## src/poq_scan.sv

```systemverilog
// Registered scan over the cells with oldest-first tie breaking by rank.
module poq_scan #(
  parameter int N = 16,
  parameter int RW = 5
) (
  input  logic                      clk,
  input  logic                      start,
  input  logic [63:0]               key,
  input  logic [N-1:0]              cell_hit,
  input  logic [N-1:0]              cell_pend,
  input  logic signed [31:0]        prio [N],
  input  logic [RW-1:0]             rank [N],
  output logic [N-1:0]              hit_sel,
  output logic [N-1:0]              best_sel,
  output logic                      any_hit,
  output logic                      any_best
);

  localparam int LW = (N > 1) ? $clog2(N) : 1;
  localparam int P = 1 << LW;

  // First-hit one-hot, and the best pending cell found by a compare tree.
  logic [N-1:0] hs;
  logic [N-1:0] bs;
  logic found;
  logic bf;
  logic nv [2*P];
  logic signed [31:0] np [2*P];
  logic [RW-1:0] nr [2*P];
  logic [LW-1:0] ni [2*P];

  always_comb begin
    hs = '0;
    found = 1'b0;
    for (int i = 0; i < N; i++) begin
      if (cell_hit[i] && !found) begin
        hs[i] = 1'b1;
        found = 1'b1;
      end
    end
  end

  always_comb begin
    for (int k = 0; k < 2 * P; k++) begin
      nv[k] = 1'b0;
      np[k] = '0;
      nr[k] = '0;
      ni[k] = '0;
    end
    for (int i = 0; i < N; i++) begin
      nv[P+i] = cell_pend[i];
      np[P+i] = prio[i];
      nr[P+i] = rank[i];
      ni[P+i] = LW'(i);
    end
    for (int k = P - 1; k >= 1; k--) begin
      if (nv[2*k] && (!nv[2*k+1] || np[2*k] > np[2*k+1] ||
          (np[2*k] == np[2*k+1] && nr[2*k] < nr[2*k+1]))) begin
        nv[k] = 1'b1;
        np[k] = np[2*k];
        nr[k] = nr[2*k];
        ni[k] = ni[2*k];
      end else begin
        nv[k] = nv[2*k+1];
        np[k] = np[2*k+1];
        nr[k] = nr[2*k+1];
        ni[k] = ni[2*k+1];
      end
    end
    bs = '0;
    bs[ni[1]] = nv[1];
    bf = nv[1];
  end

  always_ff @(posedge clk) begin
    if (start) begin
      hit_sel <= hs;
      best_sel <= bs;
      any_hit <= found;
      any_best <= bf;
    end
  end

  logic unused_key;
  assign unused_key = ^{key, nv[0], np[0], nr[0], ni[0]};

endmodule

```

## config.mk

```make
export PLATFORM = sky130hd
export DESIGN_NAME = poq_scan
export DESIGN_NICKNAME = d
export VERILOG_FILES = /design/src/poq_scan.sv
export SDC_FILE = /design/constraint.sdc
export NUM_CORES = 1
export LEC_CHECK = 0
export BUFFER_PORTS_ARGS = -buffer_cell sky130_fd_sc_hd__buf_2
export CORE_AREA = 2 2 280 282
export DETAILED_ROUTE_END_ITERATION = 8
export DIE_AREA = 0 0 282 284
export RECOVER_POWER = 50
export SLEW_MARGIN = 20
export SYNTH_ARGS = -nofsm -noshare
export SYNTH_HDL_FRONTEND = slang
export SYNTH_SLANG_ARGS = --single-unit
```

## constraint.sdc

```tcl
create_clock -name clk -period 15 [get_ports clk]
set_clock_uncertainty 0.15 [all_clocks]
set_input_delay 3 -clock clk [delete_from_list [all_inputs] [get_ports clk]]
set_output_delay 3 -clock clk [all_outputs]
set_load 0.005 [all_outputs]
```

---- Word level (Yosys, flattened, before mapping) ----
Cells that the tools add are included.
W data, S select, Z words.
word-level totals
  bits in registers ....................... 34
  word-level logic and storage cells ...... 248
cells by class
  magnitude comparators ................... 32
  equal/unequal tests ..................... 15
  muxes and demuxes ....................... 90
  bitwise logic cells ..................... 1
  reduce and logical (&&, ||, !) cells .... 106
operators with widths
  cell                  number
  $eq A32 B32 Y1        15
  $gt A32 B32 Y1        15
  $mux W32              14
  $lt A5 B5 Y1          15
  $mux W5               14
  $mux W1               54
  $logic_and A1 B1 Y1   46
  $logic_not A1 Y1      30
  $logic_or A1 B1 Y1    30
  $mux W4               7
  $and A16 B16 Y16      1
  $lt A4 B5 Y1 const B  1
  $demux W1 S4          1
  $ge A4 B1 Y1 const B  1

---- Longest topological paths before layout ----
  word-level depth ........................ 46
  gate-level depth with buffers ........... 54

---- Least setup slack after synthesis ----
OpenSTA, ideal clock, no wires.
  kind .................................... input to register
  start point ............................. input port prio[95] in the netlist's numbering
  end point ............................... register best_sel[13] (data pin)
  arrival time ............................ 13.250 ns
  setup slack ............................. 1.418 ns
  cell stages on the path ................. 52
  cell sequence ........................... inv_1 ha_1 nand4_1 or4_1 nand2b_1 o21ai_0 o211ai_1 o21ai_0 buf_1 buf_1 mux2i_1 inv_1 ha_1 a22oi_1 nand2_1 o32ai_1 a31o_2 o2111ai_1 (+16 left out) nor2_1 or2_2 a21oi_1 clkbuf_1 mux2i_1 ha_1 a21o_1 a21o_1 a21o_1 a211oi_1 o21bai_1 a21oi_1 o21bai_1 mux2i_1 o21ai_0 o2bb2ai_1 clkbuf_1 nor4b_1
on the way
  longest elaborated chain between the ends .. 25
  elaborated cells on any way between the ends .. 49
ends and longest elaborated chain
  item                                                                       line    source
  start, declared                                                            11      input logic signed [31:0] prio [N],
  $gt A32 B32 Y1 / $eq A32 B32 Y1 (equally long branches)                    57, 58
  $logic_or A1 B1 Y1 / $logic_and A1 B1 Y1 (equally long branches)           57, 58
  $logic_or A1 B1 Y1                                                         57      if (nv[2*k] && (!nv[2*k+1] || np[2*k] > np[2*k+1] ||
  $logic_and A1 B1 Y1                                                        57
  $mux W32 / $mux W5 (equally long branches)                                 57
  $gt A32 B32 Y1 (tied with other cells)                                     57
  $logic_or A1 B1 Y1 / $logic_and A1 B1 Y1 (equally long branches)           57, 58
  $logic_or A1 B1 Y1                                                         57
  (+10 left out)                                                             --
  $logic_and A1 B1 Y1                                                        57
  $mux W4                                                                    57
  $lt A4 B5 Y1 (implied by the code) / $ge A4 B1 Y1 (equally long branches)  71      bs[ni[1]] = nv[1];
  $logic_and A1 B1 Y1 (implied by the code)                                  71
  $mux W1 (implied by the code)                                              71
  $demux W1 S4                                                               71
  $and A16 B16 Y16 (no line) *                                               --
  named net bs[13]                                                           24      logic [N-1:0] bs;
  end signal, assigned                                                       78      best_sel <= bs;
  end, declared                                                              14      output logic [N-1:0] best_sel,
The timed path passes the listed nets; every way through them passes the cells marked *.
A chain may end at the register's enable or synchronous reset.

---- Final worst setup path ----
  start point ............................. input port prio[269] in the netlist's numbering
  end point ............................... register best_sel[13] (data pin)
on the way
  longest elaborated chain between the ends .. 25
  elaborated cells on any way between the ends .. 49
ends and longest elaborated chain
  item                                                                       line
  $gt A32 B32 Y1 / $eq A32 B32 Y1 (equally long branches)                    57, 58
  $logic_or A1 B1 Y1 / $logic_and A1 B1 Y1 (equally long branches)           57, 58
  $logic_or A1 B1 Y1                                                         57
  $logic_and A1 B1 Y1                                                        57
  $mux W32 (tied with other cells)                                           57
  $gt A32 B32 Y1 (tied with other cells)                                     57
  $logic_or A1 B1 Y1 / $logic_and A1 B1 Y1 (equally long branches)           57, 58
  $logic_or A1 B1 Y1                                                         57
  (+10 left out)                                                             --
  $logic_and A1 B1 Y1                                                        57
  $mux W4                                                                    57
  $lt A4 B5 Y1 (implied by the code) / $ge A4 B1 Y1 (equally long branches)  71
  $logic_and A1 B1 Y1 (implied by the code)                                  71
  $mux W1 (implied by the code)                                              71
  $demux W1 S4                                                               71
  $and A16 B16 Y16 (no line) *                                               --
  named net bs[13]                                                           24
Marked as above.

==> flow_metrics.tcl <==
set metrics [dict create \
    drc 0 \
    ys.flop_type "edfxtp_1" \
    overflow 0 \
    swShare_pct 51.0 \
    rsz0062_at_grt "no" \
    vias 23100 \
    intPower_mw 1.29 \
    synth_seq_cells 34 \
    drt-wirelength-per-cell_um 19.9 \
    setup_tns_ns 0 \
    setup_viol 0 \
    final_nets 4789 \
    finalInstanceArea_um2 27100 \
    cts_made_buffers 5 \
    maxSlewHeadroom_pct -44.5 \
    die_w_um 282 \
    clock-root-buffer "clkbuf_16" \
    crit_arrival_ns 14.16 \
    place_area_um2 26700 \
    status "finished with violations" \
    final_hold_viol_count 0 \
    hold_path_class "in -> reg" \
    path_clk_slew_ns 0.06 \
    timing.final.crit_period_ns 14.23 \
    clockBufferDepth 2 \
    syn_nets 4036 \
    drive_above_1_share_pct 24.6 \
    core_area_um2 77000 \
    synth_edf_count 34 \
    totalWireLength_um 91900 \
    core.rowCount 102 \
    crit_type "in -> reg" \
    slew_violations 35 \
    async_reset_ff_share_pct 0 \
    htree_levels 2 \
    yosysWarningCount 0 \
    final_common_cell "buf_2" \
    drv_cap 1 \
    worstMarginPinSlew_ns 2.17 \
    die_h_um 284 \
    power_switching_mw 1.35 \
    min_from "cell_hit[11]" \
    post-place-ws_ns 0.0682 \
    avgSynthCellArea_um2 7.52 \
    yosysUniqueCellTypes 73 \
    irDropWorstVdd_v 0.0000780 \
    slowest_delay_ns 0.67 \
    worstHoldEndpoint "hit_sel[11]" \
    start_kind "input port" \
    io_pins 724 \
    cts_sinks 34 \
    pwr-share-clk_pct 5.3 \
    port-buffer-count 659 \
    avgViaCountPerCell 5.00 \
    syn_area_um2 21100 \
    combPwrFrac_pct 89.6 \
    crit_required_ns 14.93 \
    track_usage_pct 22.0 \
    die-area_um2 80100 \
    area_delta_synth_final_pct 28.4 \
    powerDensity_nw_per_um2 97.5 \
    drt_iter0_markers 1000 \
    cts_tree "built" \
    start_util_pct 27.4 \
    fin_ws_ns 0.772 \
    path_max_fanout 32 \
    first_pass_iters 5 \
    min_period_over_period_pct 94.9 \
    grt_max_degree 35 \
    antenna_found_initial 17 \
    fmax_mhz 70.3 \
    grt_pass1_vias 22700 \
    dp_hpwl_um 84300 \
    hold_path_depth 2 \
    place_congestion 0.970 \
    total_power_mw 2.64 \
    p_seq_share_pct 5.0 \
    p_leak_nw 15.6 \
    violations "capacitance limit, slew limit" \
    syn_inst 2806 \
    ant_nets 0 \
    utilization_pct 35.2 \
    end_kind "flop" \
    cp_slowest_cell "or4_1" \
    postCtsHoldBufs 0 \
    grt_pass1_wl_um 133000 \
    layout_common_cells "639 x buf_2, 540 x ha_1, 531 x inv_1" \
    yosysSeqAreaShare_pct 4.84 \
]
[per-layer routing]
metal / up-vias / global-route usage [%] / wire length (um)
met5: - / 0 / 65
met4: 10 / 4.73 / 2010
met3: 92 / 3.07 / 5370
met2: 650 / 42.4 / 47500
met1: 10600 / 25.2 / 37000
li1: 11700 / - / -
[sequential cells by signal, summed over array words and instances (netlist names)]
| register | count |
|---|---|
| hit_sel | 16 |
| any_best | 1 |
| best_sel | 16 |
| any_hit | 1 |
[worst max-delay path: cells and delay by family]
kind / cells / cell delay, ns
buffers and inverters: 7 / 1.21
and+or+nand+nor: 17 / 4.07
AOI/OAI and AO/OA: 16 / 3.16
muxes: 5 / 1.42
adders and majority gates: 4 / 1.22
[how the worst max path moves through the flow]
stage                          from            to  slack [ns]  cells after the start
after detailed placement  prio[269]  best_sel[15]        0.07                     50
after global placement    prio[269]   best_sel[3]        0.25                     50
after global routing      prio[271]  best_sel[14]        0.01                     50
final                     prio[269]  best_sel[13]        0.77                     49
after floorplan            prio[95]  best_sel[13]        1.42                     52
after CTS                 prio[269]  best_sel[14]        0.31                     50
[synthesized netlist by cell type (32+ instances only)]
| cell | count | share of area [%] |
|---|---|---|
| edfxtp_1 | 34 | 4.8 |
| a21oi_1 | 282 | 6.7 |
| inv_1 | 531 | 9.4 |
| o211ai_1 | 32 | 1.1 |
| mux2_2 | 40 | 2.1 |
| o21ai_0 | 78 | 1.9 |
| ha_1 | 540 | 32 |
| nand2_1 | 111 | 2.0 |
| nor2_1 | 169 | 3.0 |
| mux2i_1 | 364 | 17 |
| nand4_1 | 116 | 3.4 |
| a21o_1 | 56 | 2.0 |
| nand3_1 | 55 | 1.3 |
| clkbuf_1 | 35 | 0.62 |
[power by group through the flow]
stage                     sequential, mW  clock, mW  combinational (mW)
after detailed placement           0.134          0                2.31
after floorplan                    0.136          0                1.37
final                              0.133      0.141                2.37
after CTS                          0.133      0.147                2.32
after global placement             0.134          0                2.29
after global routing               0.135      0.150                2.62
[logic make-up (layout without fill, tap and decap cells)]
| family | count (synthesis) | in the layout | synth area share [%] |
|---|---|---|---|
| AO/OA/AOI/OAI | 601 | 602 | 17.6 |
| XOR/XNOR | 4 | 4 | 0.166 |
| adder cells (fa/ha/maj) | 540 | 540 | 32.0 |
| buffers and inverters | 599 | 1352 | 10.9 |
| flip-flops | 34 | 34 | 4.84 |
| multiplexers | 404 | 404 | 19.4 |
| other | 0 | 13 | 0 |
| AND/OR/NAND/NOR | 624 | 624 | 15.1 |
[metrics by stage]
stage | hold slack (ns) | cells
after floorplan | 2.95 | 2806
after global placement | 3.10 | 4570
after detailed placement | 3.10 | 4570
after CTS | 2.80 | 4578
after global routing | 2.85 | 4605
final | 2.85 | 4613
[timing repair]
action,4_1_cts,5_1_grt
gates resized for setup,0,4
setup endpoints to repair,0,16
buffers inserted,0,21
[area by class of cell]
type,count,area [um2]
Fill cell,8291,49900
Clock buffer,5,125
Timing Repair Buffer,813,4660
Tap cell,1040,1300
Sequential cell,34,1020
Multi-Input combinational cell,2174,17900
Antenna cell,13,32.5
Inverter,531,1990
Clock inverter,3,68.8
Power figures use the tool's default switching activity.
