[config.mk]
export PLATFORM = sky130hd
export DESIGN_NAME = poq_cell
export DESIGN_NICKNAME = d
export VERILOG_FILES = /design/src/poq_pkg.sv /design/src/poq_cell.sv
export SDC_FILE = /design/constraint.sdc
export NUM_CORES = 1
export LEC_CHECK = 0
export BUFFER_PORTS_ARGS = -buffer_cell sky130_fd_sc_hd__buf_2
export CAP_MARGIN = 20
export CELL_PAD_IN_SITES_DETAIL_PLACEMENT = 1
export CELL_PAD_IN_SITES_GLOBAL_PLACEMENT = 1
export CORE_AREA = 4 4 260 262
export DETAILED_ROUTE_END_ITERATION = 16
export DIE_AREA = 0 0 264 266
export GPL_TIMING_DRIVEN = 1
export PLACE_DENSITY_LB_ADDON = 0.05
export RECOVER_POWER = 50
export REMOVE_ABC_BUFFERS = 1
export SLEW_MARGIN = 10
export SYNTH_ARGS = -nofsm -noshare
export SYNTH_HDL_FRONTEND = slang
export SYNTH_SLANG_ARGS = --single-unit
[constraint.sdc]
create_clock -name clk -period 32 [get_ports clk]
set_input_delay 4.8 -clock clk [delete_from_list [all_inputs] [get_ports clk]]
set_output_delay 4.8 -clock clk [all_outputs]
set_load 0.02 [all_outputs]
[src/poq_pkg.sv]
// Shared types and constants for the priority operation queue.
package poq_pkg;

  localparam logic [1:0] MODE_ENQ = 2'd0;
  localparam logic [1:0] MODE_POP = 2'd1;
  localparam logic [1:0] MODE_UPD = 2'd2;
  localparam logic [1:0] MODE_FIND = 2'd3;

  localparam logic [2:0] ST_OK = 3'd0;
  localparam logic [2:0] ST_ZERO = 3'd1;
  localparam logic [2:0] ST_DUP = 3'd2;
  localparam logic [2:0] ST_NONE = 3'd3;
  localparam logic [2:0] ST_FULL = 3'd4;

  localparam logic [2:0] LIFE_QUEUED = 3'd2;
  localparam logic [2:0] LIFE_STARTED = 3'd3;

  typedef struct packed {
    logic [1:0] mode;
    logic [63:0] op_id;
    logic signed [31:0] prio;
    logic [2:0] op_kind;
    logic [63:0] resource_ref;
    logic [63:0] revision_ref;
    logic [2:0] new_state;
  } req_t;

  typedef struct packed {
    logic [2:0] status;
    logic [63:0] out_id;
    logic signed [31:0] out_prio;
    logic [2:0] out_kind;
    logic [63:0] out_resource;
    logic [63:0] out_revision;
    logic [2:0] out_state;
    logic [4:0] pending_count;
  } rsp_t;

  typedef struct packed {
    logic [63:0] id;
    logic signed [31:0] prio;
    logic [2:0] kind;
    logic [63:0] resource;
    logic [63:0] revision;
    logic [2:0] life;
  } entry_t;

  // Token passed along the cell chain during a scan.
  typedef struct packed {
    logic hit;
    logic have_best;
    logic signed [31:0] best_prio;
    logic [63:0] key;
  } scan_t;

  // Command broadcast to every cell.
  typedef struct packed {
    logic write;
    logic set_life;
    logic [2:0] life;
    logic remove;
    entry_t data;
  } cell_cmd_t;

endpackage

[src/poq_cell.sv]
// One table cell: stores an entry, its pending rank, and joins the scan chain.
module poq_cell #(
  parameter int RW = 5
) (
  input  logic                 clk,
  input  logic                 rst,
  input  logic                 sel_write,
  input  logic                 sel_hit,
  input  logic                 sel_best,
  input  logic [RW-1:0]        new_rank,
  input  logic [RW-1:0]        removed_rank,
  input  poq_pkg::cell_cmd_t   cmd,
  input  poq_pkg::scan_t       scan_in,
  output poq_pkg::scan_t       scan_out,
  output logic                 is_hit,
  output logic                 is_best,
  output logic                 used,
  output poq_pkg::entry_t      data
);

  logic pending;
  logic [RW-1:0] rank;
  logic match;

  assign match = used && (data.id == scan_in.key);
  assign is_hit = match && !scan_in.hit;
  assign is_best = used && pending;

  always_comb begin
    scan_out = scan_in;
    if (match) begin
      scan_out.hit = 1'b1;
    end
  end

  always_ff @(posedge clk) begin
    if (rst) begin
      used <= 1'b0;
      pending <= 1'b0;
    end else begin
      if (sel_write && cmd.write) begin
        used <= 1'b1;
        pending <= 1'b1;
        rank <= new_rank;
        data <= cmd.data;
      end
      if (sel_hit && cmd.set_life) begin
        data.life <= cmd.life;
      end
      if (cmd.remove && pending) begin
        if (sel_best) begin
          pending <= 1'b0;
          data.life <= poq_pkg::LIFE_STARTED;
        end else if (rank > removed_rank) begin
          rank <= rank - RW'(1);
        end
      end
    end
  end

endmodule

# == Yosys cells after proc, flatten, opt, wreduce, memory -nomap -nowiden ==
# Index checks and enable logic that the tools add are counted.
# W data, S select, Z words.
# totals
regBits,232
in_bits,349
output_inout_bits,331
wordCells,26
# classes
n_eq_ne,1
mux,8
n_bitwise,1
n_reduce_logical,8
# op_table
operator,n
$eq A64 B64 Y1,1
$mux W3,4
$logic_and A1 B1 Y1,6
$mux W1,4
$reduce_and A2 Y1,1
$logic_not A1 Y1,1
$not A1 Y1,1

# == Depth between registers and ports, before layout ==
# Gate-level depths: netlist (run 1).
# logic_depth
ltp_word,5
ltp_mapped,5
depth_no_buf,5

# == Least setup slack after synthesis (run 1) ==
# OpenSTA, ideal clock, no wires.
# synth_timing
path_type,input port to flip-flop
from,in sel_write
to,"reg data[100] (netlist name), enable pin"
setup_ns,0.819
arrival_ns,14.316
required_time_ns,31.181
path_slack_ns,16.866
stages,2
cell_sequence,nand2_1 > nor2_1
# synth_between
elab_chain_len,2
# synth_rtl
item,line,text
"start, declared",poq_cell.sv:7,"input logic sel_write,"
$logic_and A1 B1 Y1,poq_cell.sv:41,if (sel_write && cmd.write) begin
$reduce_and A2 Y1 (no source line),--,
"end signal, assigned",poq_cell.sv:45,data <= cmd.data;
"end, declared",poq_cell.sv:18,output poq_pkg::entry_t data
# Every way passes these cells.
# A chain may end at the register's enable or synchronous reset.

==> results of run 1 <==
-- registers in the layout, indices dropped and copies added (netlist names) --
| name | cells |
|---|---|
| data | 230 |
| pending | 1 |
| used | 1 |
-- power by group through the flow --
| stage | logic [uW] | clock network, uW | registers [uW] |
|---|---|---|---|
| after CTS | 84.2 | 366 | 357 |
| final | 79.2 | 342 | 357 |
| after floorplan | 11.5 | 0 | 384 |
| after global placement | 84.7 | 0 | 363 |
| after detailed placement | 84.1 | 0 | 363 |
| after global routing | 85.7 | 378 | 358 |
-- final timing paths --
| check | startpoint | end | slack, ps | cells past startpoint |
|---|---|---|---|---|
| min | used$_SDFFE_PP0N_ | used$_SDFFE_PP0N_ | 550 | 2 |
| max reg2reg | data[0]$_DFFE_PN_ | data[0]$_DFFE_PN_ | 31040 | 4 |
| max | scan_in[56] | scan_out[97] | 20490 | 7 |
| min reg2reg | used$_SDFFE_PP0N_ | used$_SDFFE_PP0N_ | 550 | 2 |
-- layout by cell type, fill, tap and decap left out, types with 4 or more instances in the layout --
cell type | Yosys | routed
buf_2 | 0 | 470
edfxtp_1 | 230 | 230
clkbuf_1 | 0 | 144
xnor2_1 | 55 | 55
clkbuf_16 | 0 | 35
nand4_1 | 12 | 12
clkinv_1 | 0 | 10
nand3_1 | 8 | 8
nand2_1 | 7 | 7
inv_1 | 7 | 7
nand2b_1 | 4 | 4
-- routing by layer --
| layer | part of all wire | wire length (um) | GRT usage | vias up |
|---|---|---|---|---|
| met5 | 0.0047 | 184 | 0 | - |
| met4 | 0.025 | 986 | 0.03284 | 28 |
| met3 | 0.14 | 5627 | 0.07332 | 76 |
| met2 | 0.47 | 18680 | 0.1748 | 410 |
| met1 | 0.35 | 13860 | 0.1078 | 2849 |
| li1 | - | - | - | 2685 |
-- stage by stage --
step	hold slack (ps)	cell area, um^2
after detailed placement	541.2	11980
after global routing	596.5	12780
final	546.1	12790
after CTS	549.7	12960
after global placement	540.3	11980
after floorplan	498.6	7839
-- cells by family after synthesis --
family | synth area share
buffers and inverters | 0.08807
AOI/OAI and AO/OA | 0.01402
and+or+nand+nor | 0.02863
xor gates and xnor gates | 0.05725
DFF | 0.8109
muxes | 0.001168
-- critical path, stage by stage --
cell,delay [ps]
buf_2,130
xnor2_1,250
nand4_1,300
nor4_1,510
nand3_1,290
o21bai_1,200
buf_2,220
-- layout make-up --
cell class | count | area (um^2) | share of cell area
Clock buffer | 45 | 913.4 | 0.07141
Timing Repair Buffer | 607 | 2878 | 0.2250
Inverter | 7 | 26.28 | 0.002054
Sequential cell | 232 | 6947 | 0.5431
Clock inverter | 13 | 71.32 | 0.005576
Antenna cell | 3 | 7.507 | 0.0005870
Tap cell | 864 | 1081 | 0.08452
Multi-Input combinational cell | 114 | 865.8 | 0.06770
==> results.cfg, run 1 <==
[clock_tree]
cts_setup_buffers = 0
clk_pin_slew_ps = 50
clock_sinks = 232
clk_path_buf_depth = 3
clk_latency_ps = 510
hold_buffers = 0
cts-resized-gates = 0
cts_tree = built
cts_made_buffers = 34
cts_root_buffer = clkbuf_16
h-tree-depth = 2

[sta]
fin_skew_ps = 0.3775
finalMaxSlewViolations = 41
timing.fmax_ghz = 0.08690
setup_tns_ps = 0
rsz0062_at_grt = no
setup_ws_ps = 20490
fin_crit_ps = 11510
timing.final.hold_violations = 0
setup_viol = 0
worst_pin_slew_ps = 2439
period_share = 0.3596
relSlewSlack = -0.6263

[finish]
final_util = 0.1956
num-fill-cells = 7429
areaGrowthSynthToFinish_pct = 49.29
layout.cells.non_filler = 1885
drive_above_1_share = 0.5059
nNetsFinal = 1345

[placement]
place_inst = 1824
hpwl_um = 32180
pre_cts_ws_ps = 20290
place.gp.congestion = 0.7173
port_buffers = 603

[logic_synthesis]
synth_area_per_cell_um2 = 19.04
ys_seq_elements = 232
synthCells = 450
ys_top_cells_by_count = edfxtp_1, buf_4, xnor2_1
synth_edf_count = 230
async_flop_share = 0
synth_area_leaders = edfxtp_1, buf_4, xnor2_1
yosysMostFrequentCell = edfxtp_1
synth_top_area_cell = edfxtp_1
synthFlopType = edfxtp_1
synth_warnings = 0
syn_area_um2 = 8567
ys_types = 30
ys_seq_area_frac = 0.8109
yosys.area.top_type_share = 0.8062

[routing]
antenna_left = 0
dr_total_vias = 6048
drtPass1Iterations = 4
drc = 0
drt_iter0_markers = 238
wl_per_cell_um = 20.87
drt_wl_total_um = 39340
vias_per_cell = 3.208

[die]
coreArea_um2 = 65390
die_width_um = 264
dieArea_um2 = 70220
die-height_um = 266
pin_count = 680
std_cell_rows = 94
initial_core_util = 0.1310

[setup_path]
crit_fanout = 2
arrival_ps = 6710
end_kind = primary output
start_kind = primary input
path_class = primary input to primary output
cp.required_ps = 27200

[pwr]
power_uw = 778.5
p_sw_frac = 0.2547
switchingPower_uw = 198.3
pwr_density_cell_nw_per_um2 = 60.87
seqPwrFrac = 0.458
power.share.clock = 0.440
p_int_uw = 580.2
power.share.combinational = 0.102
irDropWorstVdd_mv = 0.03138
leakage_uw = 0.004882

[global_routing]
grt_pass1_wl_um = 52050
grt_max_degree = 69
grt_pass1_vias = 6722
overflow = 0
antenna_found_initial = 17
grtUsageTotal = 0.1058

[flow_run]
maxCapViolCount = 1

[run_status]
status = complete, but fails checks
failed_checks = capacitance limit, slew limit

[worst_hold_path]
hp-class = register to register
No activity file was read; power rests on OpenSTA's default activity.
==> inputs of run 2 (changes only) <==
--- a/config.mk
+++ b/config.mk
@@ -5,13 +5,14 @@
 export SDC_FILE = /design/constraint.sdc
 export NUM_CORES = 1
 export LEC_CHECK = 0
+export ABC_AREA = 1
 export BUFFER_PORTS_ARGS = -buffer_cell sky130_fd_sc_hd__buf_2
 export CAP_MARGIN = 20
 export CELL_PAD_IN_SITES_DETAIL_PLACEMENT = 1
 export CELL_PAD_IN_SITES_GLOBAL_PLACEMENT = 1
-export CORE_AREA = 4 4 260 262
+export CORE_AREA = 4 4 263 265
 export DETAILED_ROUTE_END_ITERATION = 16
-export DIE_AREA = 0 0 264 266
+export DIE_AREA = 0 0 267 269
 export GPL_TIMING_DRIVEN = 1
 export PLACE_DENSITY_LB_ADDON = 0.05
 export RECOVER_POWER = 50
==> constraint.sdc (replaced) <==
create_clock -name clk -period 10.14 [get_ports clk]
set_input_delay 1.521 -clock clk [delete_from_list [all_inputs] [get_ports clk]]
set_output_delay 1.521 -clock clk [all_outputs]
set_load 0.02 [all_outputs]
==> results.cfg, run 2 <==
[finish]
areaGrowthSynthToFinish_pct = 49.20
drive_above_1_share = 0.5141
reg_top3 = data x230, pending x1, used x1
final_cell_mix = buf_2, edfxtp_1, nand2_1
num-fill-cells = 7705
max_flop_register = data
nNetsFinal = 1534
design_area_um2 = 13380
layout_commonest_cell = buf_2
largest_reg_flops = 230

[global_routing]
antenna_found_initial = 9
grt_pass1_vias = 7305
grtUsageTotal = 0.1040
grt_pass1_wl_um = 52760
grt_max_degree = 142
overflow = 0

[setup_path]
crit_fanout = 45
start_kind = primary input
ff2ff_setup_slack_ps = 9120
reg2reg_from = data[1]$_DFFE_PN_
r2r_end = data[1]$_DFFE_PN_
end_kind = register
arrival_ps = 4710
path_class = primary input to register
startpoint = sel_write
cp-endpoint = data[224]$_DFFE_PP_
cp.required_ps = 10280
r2r_cells = 4

[clock_tree]
hold_buffers = 0
clk_pin_slew_ps = 60
cts_made_buffers = 34
cts_tree = built
clk_path_buf_depth = 3
cts_root_buffer = clkbuf_16
cts_setup_buffers = 0
cts-resized-gates = 0
clk_latency_ps = 520
h-tree-depth = 2
clock_sinks = 232

[pwr]
switchingPower_uw = 646.8
p_sw_frac = 0.2581
power.share.combinational = 0.105
irDropWorstVdd_mv = 0.09448
power.share.clock = 0.446
p_int_uw = 1859
power_uw = 2506
seqPwrFrac = 0.449
leakage_uw = 0.005861
pwr_density_cell_nw_per_um2 = 187.3

[logic_synthesis]
synth_top_area_cell = edfxtp_1
async_flop_share = 0
ys_top_cells_by_count = edfxtp_1, nand2_1, buf_4
synth_warnings = 0
ys_types = 17
yosysMostFrequentCell = edfxtp_1
synth_edf_count = 230
ys_seq_area_frac = 0.7749
synthCells = 640
synthFlopType = edfxtp_1
synth_area_per_cell_um2 = 14.01
ys_seq_elements = 232
syn_area_um2 = 8965
yosys.area.top_type_share = 0.7704
synth_area_leaders = edfxtp_1, buf_4, nand2_1

[routing]
dr.max_layer_used = met5
wl_met2_um = 20100
drtPass1Iterations = 4
wl_met3_um = 5128
antenna_left = 0
drt_wl_total_um = 40090
drc = 0
drt-met1-wl_um = 14060
dr_total_vias = 6706
drt_iter0_markers = 258
vias_per_cell = 3.215
wl_per_cell_um = 19.22

[die]
std_cell_rows = 95
die-height_um = 269
pin_count = 680
die_width_um = 267
initial_core_util = 0.1342
dieArea_um2 = 71820
coreArea_um2 = 66800

[run_status]
status = complete, but fails checks
failed_checks = capacitance limit, slew limit

[flow_run]
maxCapViolCount = 1

[placement]
port_buffers = 603
place.gp.congestion = 0.7072
hpwl_um = 32670
placed_cell_area_um2 = 12390

[sta]
relSlewSlack = -0.7053
timing.fmax_ghz = 0.2190
worst_pin_slew_ps = 2558
fin_skew_ps = 3.385
period_share = 0.4503
timing.final.hold_violations = 0
fin_crit_ps = 4566
setup_viol = 0
finalMaxSlewViolations = 43
rsz0062_at_grt = no

[worst_hold_path]
hp-class = register to register
-- run 2: cell count changes after synthesis, sizes merged, moves of 4 or more --
cell | before | now
inv | 7 | 79
nand2b | 4 | 0
xnor2 | 55 | 11
nand3 | 9 | 4
o21ai | 2 | 16
nand2 | 7 | 128
nand4 | 12 | 0
nor2 | 3 | 62
-- run 2: worst min-delay path by stage --
stage,endpoint,slack (ps),startpoint,cells past startpoint
CTS,pending$_SDFF_PP0_,550,pending$_SDFF_PP0_,2
floorplan,pending$_SDFF_PP0_,500,pending$_SDFF_PP0_,2
detailed placement,pending$_SDFF_PP0_,540,pending$_SDFF_PP0_,2
global placement,pending$_SDFF_PP0_,530,pending$_SDFF_PP0_,2
global route,used$_SDFFE_PP0N_,610,used$_SDFFE_PP0N_,2
finish,used$_SDFFE_PP0N_,550,used$_SDFFE_PP0N_,2
-- run 2: through the flow --
| stage | worst slack [ps] | cells | setup TNS [ps] | hold slack, ps | util |
|---|---|---|---|---|---|
| 2_1_floorplan | -1716 | 543 | -389480 | 495.5 | - |
| 3_3_place_gp | 5647 | 2022 | 0 | 534.9 | 0.1855 |
| 3_5_place_dp | 5661 | 2022 | 0 | 541.6 | 0.1855 |
| 4_1_cts | 5655 | 2081 | 0 | 551.5 | 0.2008 |
| 5_1_grt | 5144 | 2081 | 0 | 613.8 | 0.2000 |
| 6_report | 5574 | 2086 | 0 | 545.0 | 0.2002 |
-- run 2: kinds of logic after synthesis --
logic type	share of synthesized area
buf+inv	0.1143
compound gates	0.01493
xor+xnor	0.01270
flops	0.7749
simple gates	0.08318
-- run 2: cell type report --
class	instances	area, um^2	share of cell area
Multi-Input combinational cell	232	993.5	0.07428
Antenna cell	5	12.51	0.0009355
Sequential cell	232	6947	0.5194
Timing Repair Buffer	606	3009	0.2250
Inverter	79	296.5	0.02217
Clock buffer	43	905.9	0.06773
Tap cell	873	1092	0.08167
Clock inverter	16	118.9	0.008887
-- run 2: worst max-delay path, cell delays in order --
cell and delay, ps:
buf_2 80, nand2_1 140, nor2_1 260, clkbuf_1 1840, buf_4 820
-- run 2: per-layer routing --
layer | global-route usage | vias up
met3 | 0.06123 | 52
met1 | 0.1069 | 3123
li1 | - | 3146
met4 | 0.02584 | 10
met5 | 0.001318 | -
met2 | 0.1820 | 375
-- run 2: power by group through the flow --
stage	Combinational, uW	Sequential [uW]	Clock [uW]
after floorplan	40.8	1210	0
after global placement	275	1140	0
after detailed placement	274	1150	0
after CTS	274	1130	1180
after global routing	288	1130	1220
final	262	1130	1120
